<file path="config.mk">
export PLATFORM = sky130hd
export DESIGN_NAME = header_length_frame_parser_core
export DESIGN_NICKNAME = d
export VERILOG_FILES = /design/src/rtl/hlfp_pkg.sv /design/src/rtl/hlfp_parse.sv /design/src/rtl/hlfp_obuf.sv /design/src/rtl/header_length_frame_parser_core.sv
export VERILOG_INCLUDE_DIRS = /design/src /design/src/rtl
export SDC_FILE = /design/constraint.sdc
export NUM_CORES = 1
export LEC_CHECK = 0
export BUFFER_PORTS_ARGS = -buffer_cell sky130_fd_sc_hd__buf_2
export CORE_MARGIN = 2
export CORE_UTILIZATION = 64
export CTS_CLUSTER_SIZE = 14
export DETAILED_ROUTE_END_ITERATION = 8
export PLACE_DENSITY = 0.88
export SLEW_MARGIN = 10
export SYNTH_ARGS = -nofsm -noshare
export SYNTH_HDL_FRONTEND = slang
export SYNTH_SLANG_ARGS = --single-unit
</file>
<file path="constraint.sdc">
create_clock -name i_clk -period 12.8 [get_ports i_clk]
set_input_delay 2.56 -clock i_clk [delete_from_list [all_inputs] [get_ports i_clk]]
set_output_delay 2.56 -clock i_clk [all_outputs]
set_load 0.02 [all_outputs]
</file>
<file path="src/rtl/assert_macros.svh">
// Assertion macros shared by the frame parser RTL.
`ifndef ASSERT_MACROS_SVH
`define ASSERT_MACROS_SVH

`ifndef ASSERT_OFF

// Property checked on the rising clock edge, ignored while reset is low.
`define HLFP_ASSERT(lbl, clk, rst_n, prop, msg) \
    lbl: assert property (@(posedge clk) disable iff (!rst_n) prop) else $error(msg);

// Property checked on every rising clock edge, reset included.
`define HLFP_ASSERT_ALWAYS(lbl, clk, prop, msg) \
    lbl: assert property (@(posedge clk) prop) else $error(msg);

`else

`define HLFP_ASSERT(lbl, clk, rst_n, prop, msg)
`define HLFP_ASSERT_ALWAYS(lbl, clk, prop, msg)

`endif

`endif

</file>
<file path="src/rtl/hlfp_pkg.sv">
// Types and constants of the header/length frame parser.
package hlfp_pkg;

    localparam int MAX_PAYLOAD_DEF = 128;
    localparam int BYTE_W          = 8;
    localparam int SUM_W           = 16;
    localparam int CFG_IDX_W       = 8;

    // Configuration register indexes
    localparam logic [CFG_IDX_W-1:0] CFG_HEADER_FIRST  = 8'd0;
    localparam logic [CFG_IDX_W-1:0] CFG_HEADER_SECOND = 8'd1;

    localparam logic [BYTE_W-1:0] HEADER_FIRST_RST  = 8'h55;
    localparam logic [BYTE_W-1:0] HEADER_SECOND_RST = 8'hAA;

    // Result kinds
    localparam logic KIND_PAYLOAD   = 1'b0;
    localparam logic KIND_FRAME_END = 1'b1;

    typedef enum logic [2:0] {
        PH_HUNT1 = 3'd0,
        PH_HUNT2 = 3'd1,
        PH_LEN   = 3'd2,
        PH_ADDR  = 3'd3,
        PH_CMD   = 3'd4,
        PH_ARG   = 3'd5,
        PH_DATA  = 3'd6,
        PH_CSUM  = 3'd7
    } t_phase;

    typedef struct packed {
        logic              kind;
        logic [BYTE_W-1:0] payload_byte;
        logic [BYTE_W-1:0] payload_index;
        logic [BYTE_W-1:0] frame_addr;
        logic [BYTE_W-1:0] frame_cmd;
        logic [BYTE_W-1:0] frame_arg;
        logic [BYTE_W-1:0] payload_count;
        logic [SUM_W-1:0]  checksum_diff;
    } t_result;

endpackage

</file>
<file path="src/rtl/hlfp_parse.sv">
// Frame parser state machine: header hunt, field capture, running sum, checks.
module hlfp_parse
    import hlfp_pkg::*;
#(
    parameter int MAX_PAYLOAD = MAX_PAYLOAD_DEF
) (
    input  logic              i_clk,
    input  logic              i_rst_n,
    input  logic              i_accept,
    input  logic [BYTE_W-1:0] i_rx_byte,
    input  logic [BYTE_W-1:0] i_header_first,
    input  logic [BYTE_W-1:0] i_header_second,
    output logic              o_res_valid,
    output t_result           o_res
);

    localparam logic [BYTE_W-1:0] MaxPayload = BYTE_W'(MAX_PAYLOAD);

    t_phase            r_phase,    n_phase;
    logic [BYTE_W-1:0] r_count,    n_count;
    logic [SUM_W-1:0]  r_sum,      n_sum;
    logic [BYTE_W-1:0] r_len,      n_len;
    logic [BYTE_W-1:0] r_addr,     n_addr;
    logic [BYTE_W-1:0] r_cmd,      n_cmd;
    logic [BYTE_W-1:0] r_arg,      n_arg;
    logic [BYTE_W-1:0] r_csum_lo,  n_csum_lo;

    logic [BYTE_W-1:0] w_plen;
    logic [BYTE_W-1:0] w_next_cnt;
    logic [SUM_W-1:0]  w_sum_add;

    // Payload length: a length byte of two or less means no payload
    assign w_plen     = (r_len > BYTE_W'(2)) ? (r_len - BYTE_W'(2)) : '0;
    assign w_next_cnt = r_count + BYTE_W'(1);
    assign w_sum_add  = r_sum + {{(SUM_W-BYTE_W){1'b0}}, i_rx_byte};

    // State registers
    always_ff @(posedge i_clk) begin
        if (!i_rst_n) begin
            r_phase   <= PH_HUNT1;
            r_count   <= '0;
            r_sum     <= '0;
            r_len     <= '0;
            r_addr    <= '0;
            r_cmd     <= '0;
            r_arg     <= '0;
            r_csum_lo <= '0;
        end else begin
            r_phase   <= n_phase;
            r_count   <= n_count;
            r_sum     <= n_sum;
            r_len     <= n_len;
            r_addr    <= n_addr;
            r_cmd     <= n_cmd;
            r_arg     <= n_arg;
            r_csum_lo <= n_csum_lo;
        end
    end

    // Next state and result for the byte in transfer
    always_comb begin
        n_phase   = r_phase;
        n_count   = r_count;
        n_sum     = r_sum;
        n_len     = r_len;
        n_addr    = r_addr;
        n_cmd     = r_cmd;
        n_arg     = r_arg;
        n_csum_lo = r_csum_lo;

        o_res_valid       = 1'b0;
        o_res             = '0;
        o_res.frame_addr  = r_addr;
        o_res.frame_cmd   = r_cmd;
        o_res.frame_arg   = r_arg;

        if (i_accept) begin
            unique case (r_phase)
                PH_HUNT1: begin
                    if (i_rx_byte == i_header_first) begin
                        n_phase = PH_HUNT2;
                    end
                end
                // a wrong second byte keeps us here
                PH_HUNT2: begin
                    if (i_rx_byte == i_header_second) begin
                        n_phase = PH_LEN;
                    end
                end
                PH_LEN: begin
                    n_len   = i_rx_byte;
                    n_sum   = {{(SUM_W-BYTE_W){1'b0}}, i_rx_byte};
                    n_phase = PH_ADDR;
                end
                PH_ADDR: begin
                    n_addr  = i_rx_byte;
                    n_sum   = w_sum_add;
                    n_phase = PH_CMD;
                end
                PH_CMD: begin
                    n_cmd   = i_rx_byte;
                    n_sum   = w_sum_add;
                    n_phase = PH_ARG;
                end
                PH_ARG: begin
                    n_arg   = i_rx_byte;
                    n_sum   = w_sum_add;
                    n_count = '0;
                    n_phase = (w_plen == '0) ? PH_CSUM : PH_DATA;
                end
                PH_DATA: begin
                    n_sum = w_sum_add;
                    // bytes past the limit are summed only
                    if (r_count < MaxPayload) begin
                        o_res_valid         = 1'b1;
                        o_res.kind          = KIND_PAYLOAD;
                        o_res.payload_byte  = i_rx_byte;
                        o_res.payload_index = r_count;
                    end
                    if (w_next_cnt >= w_plen) begin
                        n_count = '0;
                        n_phase = PH_CSUM;
                    end else begin
                        n_count = w_next_cnt;
                    end
                end
                PH_CSUM: begin
                    if (r_count == '0) begin
                        n_csum_lo = i_rx_byte;
                        n_count   = BYTE_W'(1);
                    end else begin
                        o_res_valid         = 1'b1;
                        o_res.kind          = KIND_FRAME_END;
                        o_res.payload_count = w_plen;
                        o_res.checksum_diff = ~r_sum - {i_rx_byte, r_csum_lo};
                        n_count             = '0;
                        n_phase             = PH_HUNT1;
                    end
                end
                default: begin
                    n_phase = PH_HUNT1;
                end
            endcase
        end
    end

endmodule

</file>
<file path="src/rtl/hlfp_obuf.sv">
// Output register and skid stage: bytes are taken under stall until the skid fills.
module hlfp_obuf
    import hlfp_pkg::*;
(
    input  logic    i_clk,
    input  logic    i_rst_n,
    input  logic    i_res_valid,
    input  t_result i_res,
    input  logic    i_stall,
    output logic    o_valid,
    output t_result o_res,
    output logic    o_full
);

    logic    r_out_valid, n_out_valid;
    logic    r_skid_valid, n_skid_valid;
    t_result r_out, n_out;
    t_result r_skid, n_skid;
    logic    w_out_xfer;

    assign w_out_xfer = r_out_valid && !i_stall;

    // Control
    always_ff @(posedge i_clk) begin
        if (!i_rst_n) begin
            r_out_valid  <= 1'b0;
            r_skid_valid <= 1'b0;
        end else begin
            r_out_valid  <= n_out_valid;
            r_skid_valid <= n_skid_valid;
        end
    end

    // Payload
    always_ff @(posedge i_clk) begin
        r_out  <= n_out;
        r_skid <= n_skid;
    end

    // Skid drains first; a new result goes to the output when it frees up
    always_comb begin
        n_out_valid  = r_out_valid;
        n_skid_valid = r_skid_valid;
        n_out        = r_out;
        n_skid       = r_skid;
        if (r_skid_valid) begin
            if (w_out_xfer) begin
                n_out        = r_skid;
                n_skid_valid = 1'b0;
            end
        end else if (i_res_valid) begin
            if (!r_out_valid || w_out_xfer) begin
                n_out       = i_res;
                n_out_valid = 1'b1;
            end else begin
                n_skid       = i_res;
                n_skid_valid = 1'b1;
            end
        end else if (w_out_xfer) begin
            n_out_valid = 1'b0;
        end
    end

    assign o_valid = r_out_valid;
    assign o_res   = r_out;
    assign o_full  = r_skid_valid;

endmodule

</file>
<file path="src/rtl/header_length_frame_parser_core.sv">
// Top level of the header/length frame parser with its configuration registers.
// Usage:
//   Input channel: one received byte per transfer on i_rx_byte, i_in_valid,
//   o_in_stall. Output channel: one result per transfer on o_kind and the
//   field ports, o_out_valid, i_out_stall. Kind 0 is a payload byte with
//   its index, kind 1 ends a frame with address, command, argument, payload
//   count and checksum difference (zero means the frame is good).
//   Config channel: i_cfg_valid, o_cfg_ready (always high), i_cfg_index,
//   i_cfg_data; index 0 is the first sync byte, 1 the second, others ignored.
// Timing: a byte is taken every cycle while o_in_stall is low; its result,
//   if any, is registered in the output stage, or in the skid stage if the
//   output stalls. Parser throughput is one byte per clock when not stalled.
// Reset (synchronous, active low): sync bytes go to 0x55/0xAA, the parser
//   hunts for the first sync byte, and the output and skid stages empty.
// Stall: the output register holds its result; one more result fits in the
//   skid stage, and o_in_stall rises only while that stage is full.
module header_length_frame_parser_core
    import hlfp_pkg::*;
#(
    parameter int MAX_PAYLOAD = MAX_PAYLOAD_DEF
) (
    input  logic                 i_clk,
    input  logic                 i_rst_n,
    input  logic                 i_in_valid,
    output logic                 o_in_stall,
    input  logic [BYTE_W-1:0]    i_rx_byte,
    output logic                 o_out_valid,
    input  logic                 i_out_stall,
    output logic                 o_kind,
    output logic [BYTE_W-1:0]    o_payload_byte,
    output logic [BYTE_W-1:0]    o_payload_index,
    output logic [BYTE_W-1:0]    o_frame_addr,
    output logic [BYTE_W-1:0]    o_frame_cmd,
    output logic [BYTE_W-1:0]    o_frame_arg,
    output logic [BYTE_W-1:0]    o_payload_count,
    output logic [SUM_W-1:0]     o_checksum_diff,
    input  logic                 i_cfg_valid,
    output logic                 o_cfg_ready,
    input  logic [CFG_IDX_W-1:0] i_cfg_index,
    input  logic [BYTE_W-1:0]    i_cfg_data
);

`include "assert_macros.svh"

    logic [BYTE_W-1:0] r_header_first;
    logic [BYTE_W-1:0] r_header_second;
    logic              w_in_accept;
    logic              w_res_valid;
    t_result           w_res;
    t_result           w_out;
    logic              w_full;

    assign o_cfg_ready = 1'b1;

    // Sync byte registers
    always_ff @(posedge i_clk) begin
        if (!i_rst_n) begin
            r_header_first  <= HEADER_FIRST_RST;
            r_header_second <= HEADER_SECOND_RST;
        end else if (i_cfg_valid && o_cfg_ready) begin
            if (i_cfg_index == CFG_HEADER_FIRST) begin
                r_header_first <= i_cfg_data;
            end
            if (i_cfg_index == CFG_HEADER_SECOND) begin
                r_header_second <= i_cfg_data;
            end
        end
    end

    assign o_in_stall  = w_full;
    assign w_in_accept = i_in_valid && !w_full;

    hlfp_parse #(
        .MAX_PAYLOAD (MAX_PAYLOAD)
    ) u_parse (
        .i_clk           (i_clk),
        .i_rst_n         (i_rst_n),
        .i_accept        (w_in_accept),
        .i_rx_byte       (i_rx_byte),
        .i_header_first  (r_header_first),
        .i_header_second (r_header_second),
        .o_res_valid     (w_res_valid),
        .o_res           (w_res)
    );

    hlfp_obuf u_obuf (
        .i_clk       (i_clk),
        .i_rst_n     (i_rst_n),
        .i_res_valid (w_res_valid),
        .i_res       (w_res),
        .i_stall     (i_out_stall),
        .o_valid     (o_out_valid),
        .o_res       (w_out),
        .o_full      (w_full)
    );

    assign o_kind          = w_out.kind;
    assign o_payload_byte  = w_out.payload_byte;
    assign o_payload_index = w_out.payload_index;
    assign o_frame_addr    = w_out.frame_addr;
    assign o_frame_cmd     = w_out.frame_cmd;
    assign o_frame_arg     = w_out.frame_arg;
    assign o_payload_count = w_out.payload_count;
    assign o_checksum_diff = w_out.checksum_diff;

    // Input stalls only when a result is held behind a full output register
    `HLFP_ASSERT(a_stall_needs_out, i_clk, i_rst_n, o_in_stall |-> o_out_valid, "input stalled with empty output")

    // Payload results carry no frame-end summary
    `HLFP_ASSERT(a_payload_clean, i_clk, i_rst_n, (o_out_valid && o_kind == KIND_PAYLOAD) |-> (o_payload_count == '0 && o_checksum_diff == '0), "payload result with summary fields")

    // Reset empties both output stages
    `HLFP_ASSERT_ALWAYS(a_reset_empty, i_clk, !i_rst_n |=> (!o_out_valid && !o_in_stall), "output not empty after reset")

endmodule

</file>
==> impl_metrics.csv, run 1 <==
group,metric,value,unit
die,chipHeight,129,µm
critical_path,required,12.93,ns
routing,wirelength,21.4,mm
global_route,grt_pass1_vias,6777,
placed_design,dp_slack,6.98,ns
critical_path,worstPathBufferInverterCount,3,
pwr,p_leak,0.00441,µW
clock_network,clkSlewWorstSetupHoldPaths,0.06,ns
layout,drive_gt1_share,16.9,%
routing,drtIter0Drc,602,
pwr,pwr-share-clk,43.0,%
placed_design,gp_congestion,0.936,
sta,maxSlewHeadroom,36.1,%
critical_path,crit_path_cell_trace,"buf_2 > nand2b_4 > nor2_2 > nand3_1 > inv_1 > nor2_1 > nor2_4 > buf_4",
layout,fin_nets,1067,
routing,drc,0,
worst_hold_path,hold_depth,0,
critical_path,ff2ff_path_depth,9,
die,coreArea,0.0152,mm²
clock_network,holdBufCountCts,0,
synthesis,synthFlopType,"edfxtp_1",
synthesis,ys_seq_area_share,55.5,%
clock_network,cts_buffer_depth,3,
placed_design,dp_hpwl,14.6,mm
critical_path,cp_data_arrival_time,5.47,ns
sta,fin_ws,7.47,ns
die,initial_core_util,65.7,%
critical_path,start_kind,"input pin",
synthesis,synth_top_area_share,38.5,%
synthesis,synth_cells,921,
sta,hold_viol_final,0,
synthesis,synth.most_common_cell,"edfxtp_1",
synthesis,synth.cell_area,0.00999,mm²
critical_path,cp_max_fo,40,
synthesis,synthesis.nets,990,
die,io_pins,97,
layout,nFillCells,1013,
die,chipWidth,129,µm
flow_run,cap_violations,0,
sta,layout_worst_path_cycle_share,41.7,%
synthesis,postSynthAreaPerCell,10.8,µm²
critical_path,crit_path_max_incr_delay,0.65,ns
synthesis,synth_top_area_cell,"edfxtp_1",
layout,syn_to_final_growth,11.8,%
clock_network,post-cts-setup-buffers,0,
pwr,power.density,119,mW/mm²
clock_network,cts.sinks,213,
sta,drv_slew,0,
sta,timing.setup.tns,0,ns
synthesis,ys_warn_count,0,
synthesis,synthArstFlopShare,0,%
global_route,grt_pass1_wl,33.9,mm
clock_network,postCtsResizedCells,0,
critical_path,critPathTopFamily,"simple AND/OR/NAND/NOR gates",
pwr,power_frac_comb,2.9,%
layout,instances_no_fill,1201,
sta,worstMarginPinSlew,0.951,ns
layout,insertedDiodeCount,0,
clock_network,clock_latency,0.50,ns
sta,clock_skew,0.0171,ns
synthesis,synth_seq_cells,213,
global_route,gr-usage-all-layers,25.7,%
synthesis,synth_edf_count,128,
die,rows,45,
sta,post-route-min-period,5.33,ns
clock_network,numCtsBuffers,21,
routing,drtAntennaViolNets,0,
critical_path,cp_slowest_cell,"inv_1",
clock_network,cts_tree,"yes",
routing,viasPerCell,5.92,
critical_path,cp-end-kind,"register",
pwr,seqPwrFrac,54.1,%
placed_design,dp_cells,1163,
global_route,overflow,0,
run_status,status,"finished clean",
critical_path,path_class,"input pin to register",
synthesis,synth_cell_types,72,
routing,post_drt_wl_per_cell,17.9,µm
die,dieArea,0.0166,mm²
synthesis,ys_top_cells_by_count,"edfxtp_1, nand2_1, dfxtp_1",
placed_design,io_buffer_count,94,
routing,first_pass_iters,7,
pwr,peakVddDrop,0.000117,V
routing,vias,7107,
synthesis,synth_area_leaders,"edfxtp_1, dfxtp_1, ha_1",
critical_path,crit_cells,8,
pwr,p_sw_share,20.5,%
global_route,grt_max_degree,56,
pwr,p_int,1060,µW
worst_hold_path,hold_path.class,"register to register",
clock_network,clockRootBuffer,"clkbuf_16",
sta,grt_setup_unrepaired,"no",
global_route,antenna_found_initial,0,
sta,max_freq,187,MHz
pwr,p_sw,272,µW
clock_network,htree_levels,1,
sta,finalSetupViolCount,0,
per-stage QoR:
stage / instance area (µm²) / power (µW) / hold WS (ns) / utilization (%)
6_report: 11200 / 1330 / 0.460 / 73.5
5_1_grt: 11200 / 1360 / 0.477 / 73.5
4_1_cts: 11200 / 1330 / 0.461 / 73.5
3_5_place_dp: 10500 / 771 / 0.446 / 69.3
3_3_place_gp: 10500 / 770 / 0.439 / 69.3
2_1_floorplan: 9990 / 758 / 0.426 / -
power by group through the flow:
stage                     clock network (µW)  registers (µW)  logic (µW)
final                                    570             718        38.9
after floorplan                            0             733        24.7
after global routing                     601             718        41.7
after detailed placement                   0             733        37.7
after global placement                     0             733        36.9
after CTS                                577             718        37.9
metal layers:
layer / wire length [µm] / vias to the layer above / GRT usage, % / part of all wire, %
met4: 399 / 0 / 7.35 / 1.9
li1: - / 3412 / - / -
met5: 0 / - / 0 / 0
met2: 10300 / 232 / 42.0 / 48
met3: 1360 / 33 / 3.49 / 6.3
met1: 9360 / 3430 / 36.4 / 44
layout make-up:
class	count	area, µm²	area share [%]
flip-flops and latches	213	5550	49.7
inverters	44	165	1.48
well taps	188	235	2.11
repair buffers	99	508	4.55
clock buffers	29	556	4.97
multi-input cells	619	4080	36.5
clock inverters	9	75.1	0.672
flip-flops by register name, indices dropped and copies added, names as in the netlist:
name               cells
r_header_first         8
r_header_second        8
u_obuf.o_full          1
u_obuf.o_res          64
u_obuf.o_valid         1
u_obuf.r_skid         64
u_parse.r_addr         8
u_parse.r_arg          8
u_parse.r_cmd          8
u_parse.r_count        8
u_parse.r_csum_lo      8
u_parse.r_len          8
u_parse.r_phase        3
u_parse.r_sum         16
kinds of logic (layout without fill, tap and decap cells):
group / count (synthesis) / after routing / share of synthesized area (%)
fa+ha+maj: 40 / 40 / 5.16
mux: 44 / 44 / 4.71
compound gates: 182 / 182 / 12.0
buf+inv: 89 / 181 / 3.78
xor+xnor: 46 / 46 / 4.03
other cells: 2 / 2 / 0.0752
simple gates: 305 / 305 / 14.7
flops: 213 / 213 / 55.5
final timing paths:
kind,start,slack [ns],to
setup / recovery,i_in_valid,7.47,u_obuf.r_skid[53]
hold / removal,u_parse.r_addr[7],0.46,u_obuf.r_skid[47]
setup reg to reg,u_parse.r_count[0],8.89,u_obuf.r_skid[53]
hold reg to reg,u_parse.r_addr[7],0.46,u_obuf.r_skid[47]
placed cells by master (no fill, tap or decap), types with 9 or more instances in the layout:
cell type	instances
clkbuf_16	21
xnor2_1	37
buf_2	94
dfxtp_1	84
xor2_1	9
mux2i_1	20
nor3_1	10
nand2_1	124
nand3_1	19
o21ai_0	17
edfxtp_1	128
and3_1	12
mux2_2	24
inv_1	40
nor2_1	65
a21o_1	38
ha_1	38
and2_1	26
a21oi_1	64
(Power assumes the default switching activity.)
==> run 2: changes to the inputs <==
CORE_UTILIZATION = 54   (was 64)
PLACE_DENSITY = 0.8   (was 0.88)
clock period = 4.3 ns   (was 12.8 ns; I/O delays follow)
==> impl_metrics.csv, run 2 (same netlist as run 1, synthesis figures left out) <==
group,metric,value,unit
critical_path,path_class,"register to register",
sta,clock_skew,0.0123,ns
critical_path,required,4.74,ns
pwr,pwr-share-clk,47.1,%
sta,holdWs,0.458,ns
global_route,grt_pass1_wl,34.6,mm
sta,timing.setup.tns,0,ns
pwr,p_int,3400,µW
layout,syn_to_final_growth,14.1,%
global_route,use_met3,2.32,%
clock_network,cts.sinks,213,
global_route,overflow,0,
routing,post_drt_wl_per_cell,17.2,µm
global_route,grt.busiest_layer,"met2",
pwr,peakVddDrop,0.000260,V
layout,insertedDiodeCount,0,
pwr,p_sw,853,µW
critical_path,start_kind,"register",
critical_path,cp-end-kind,"register",
critical_path,cp_max_fo,13,
sta,max_freq,337,MHz
sta,layout_worst_path_cycle_share,68.9,%
sta,worstMarginPinSlew,0.853,ns
clock_network,post-cts-setup-buffers,0,
routing,vias,7081,
layout,final_cell_mix,"edfxtp_1, nand2_1, buf_2",
placed_design,io_buffer_count,94,
routing,viasPerCell,5.67,
sta,maxSlewHeadroom,42.9,%
die,initial_core_util,55.4,%
clock_network,clockRootBuffer,"clkbuf_16",
run_status,status,"finished clean",
layout,nFillCells,1435,
die,coreArea,0.0180,mm²
pwr,seqPwrFrac,50.3,%
clock_network,htree_levels,1,
global_route,grt_max_degree,70,
clock_network,clkSlewWorstSetupHoldPaths,0.06,ns
global_route,grt_pass1_vias,6873,
global_route,gr-usage-met2,35.8,%
die,io_pins,97,
sta,finalSetupViolCount,0,
clock_network,numCtsBuffers,23,
sta,post-route-min-period,2.96,ns
pwr,power_frac_comb,2.7,%
die,dieArea,0.0196,mm²
pwr,power,4260,µW
pwr,p_sw_share,20.0,%
pwr,power.density,374,mW/mm²
sta,hold_viol_final,0,
clock_network,cts_tree,"yes",
routing,wirelength,21.5,mm
global_route,gr-usage-all-layers,21.5,%
die,chipWidth,140,µm
routing,drtIter0Drc,534,
layout,finish.instance_area,0.0114,mm²
layout,fin_nets,1071,
worst_hold_path,hold_path.class,"register to register",
sta,drv_slew,0,
routing,first_pass_iters,6,
sta,grt_setup_unrepaired,"no",
placed_design,dp_hpwl,14.6,mm
critical_path,cp_data_arrival_time,3.40,ns
global_route,grt_use_met1,30.3,%
flow_run,cap_violations,0,
placed_design,dp_slack,1.06,ns
routing,drc,0,
placed_design,dpl_cell_area,0.0106,mm²
layout,final_common_cell,"edfxtp_1",
global_route,antenna_found_initial,0,
die,chipHeight,140,µm
die,rows,49,
clock_network,postCtsResizedCells,0,
pwr,p_leak,0.00451,µW
clock_network,cts_buffer_depth,3,
layout,drive_gt1_share,17.6,%
routing,drtAntennaViolNets,0,
clock_network,clock_latency,0.51,ns
sta,fin_ws,1.34,ns
placed_design,gp_congestion,0.875,
clock_network,holdBufCountCts,0,
==> run 2: cell types whose count changed in the layout (fill, tap and decap cells not counted) <==
cell	change
clkinv_1	-2
clkbuf_16	+2
buf_4	+1
clkbuf_8	+3
buf_12	+1
inv_16	+1
inv_6	-1
clkinvlp_4	-2
bufinv_16	+2
clkinv_2	+1
==> run 2: metrics by stage <==
step,instances,utilization [%]
detailed placement,1206,58.9
CTS,1248,63.2
global route,1248,63.2
finish,1248,63.2
floorplan,921,-
global placement,1206,58.9
==> run 2: layout make-up <==
type                            count  area (µm²)  share of cell area (%)
Timing Repair Buffer              101         536                    4.70
Clock buffer                       34         647                    5.68
Multi-Input combinational cell    619        4080                    35.8
Clock inverter                      8         129                    1.13
Tap cell                          229         287                    2.52
Sequential cell                   213        5550                    48.7
Inverter                           44         165                    1.45
==> run 2: path summary, 6_finish.rpt <==
| path | from | end | slack [ns] | depth (start not counted) |
|---|---|---|---|---|
| max | u_parse.r_len[3] | u_parse.r_count[0] | 1.34 | 10 |
| max reg2reg | u_parse.r_len[3] | u_parse.r_count[0] | 1.34 | 10 |
| min | u_parse.r_cmd[5] | u_obuf.r_skid[37] | 0.46 | 0 |
| min reg2reg | u_parse.r_cmd[5] | u_obuf.r_skid[37] | 0.46 | 0 |
==> run 2: layer usage <==
layer	up-vias	share of wire, %
li1	3425	-
met1	3411	45
met2	211	48
met3	34	5.4
met4	0	1.9
met5	-	0
==> run 2: power by group through the flow <==
stage          clock network (µW)  registers, µW  logic (µW)
5_1_grt                      2110           2140         124
4_1_cts                      2040           2140         112
3_5_place_dp                    0           2180         112
2_1_floorplan                   0           2180        73.6
6_report                     2000           2140         114
3_3_place_gp                    0           2180         110
==> run 2: worst max-delay path, stage by stage, from the launching register on <==
cell and delay, ns:
dfxtp_1 0.36, nor4_1 0.36, nand2_1 0.31, and2_1 0.26, ha_1 0.27, nor3b_1 0.17, o21ai_0 0.14, a21oi_2 0.47
and2_1 0.31, o21ai_0 0.10, a21oi_1 0.14
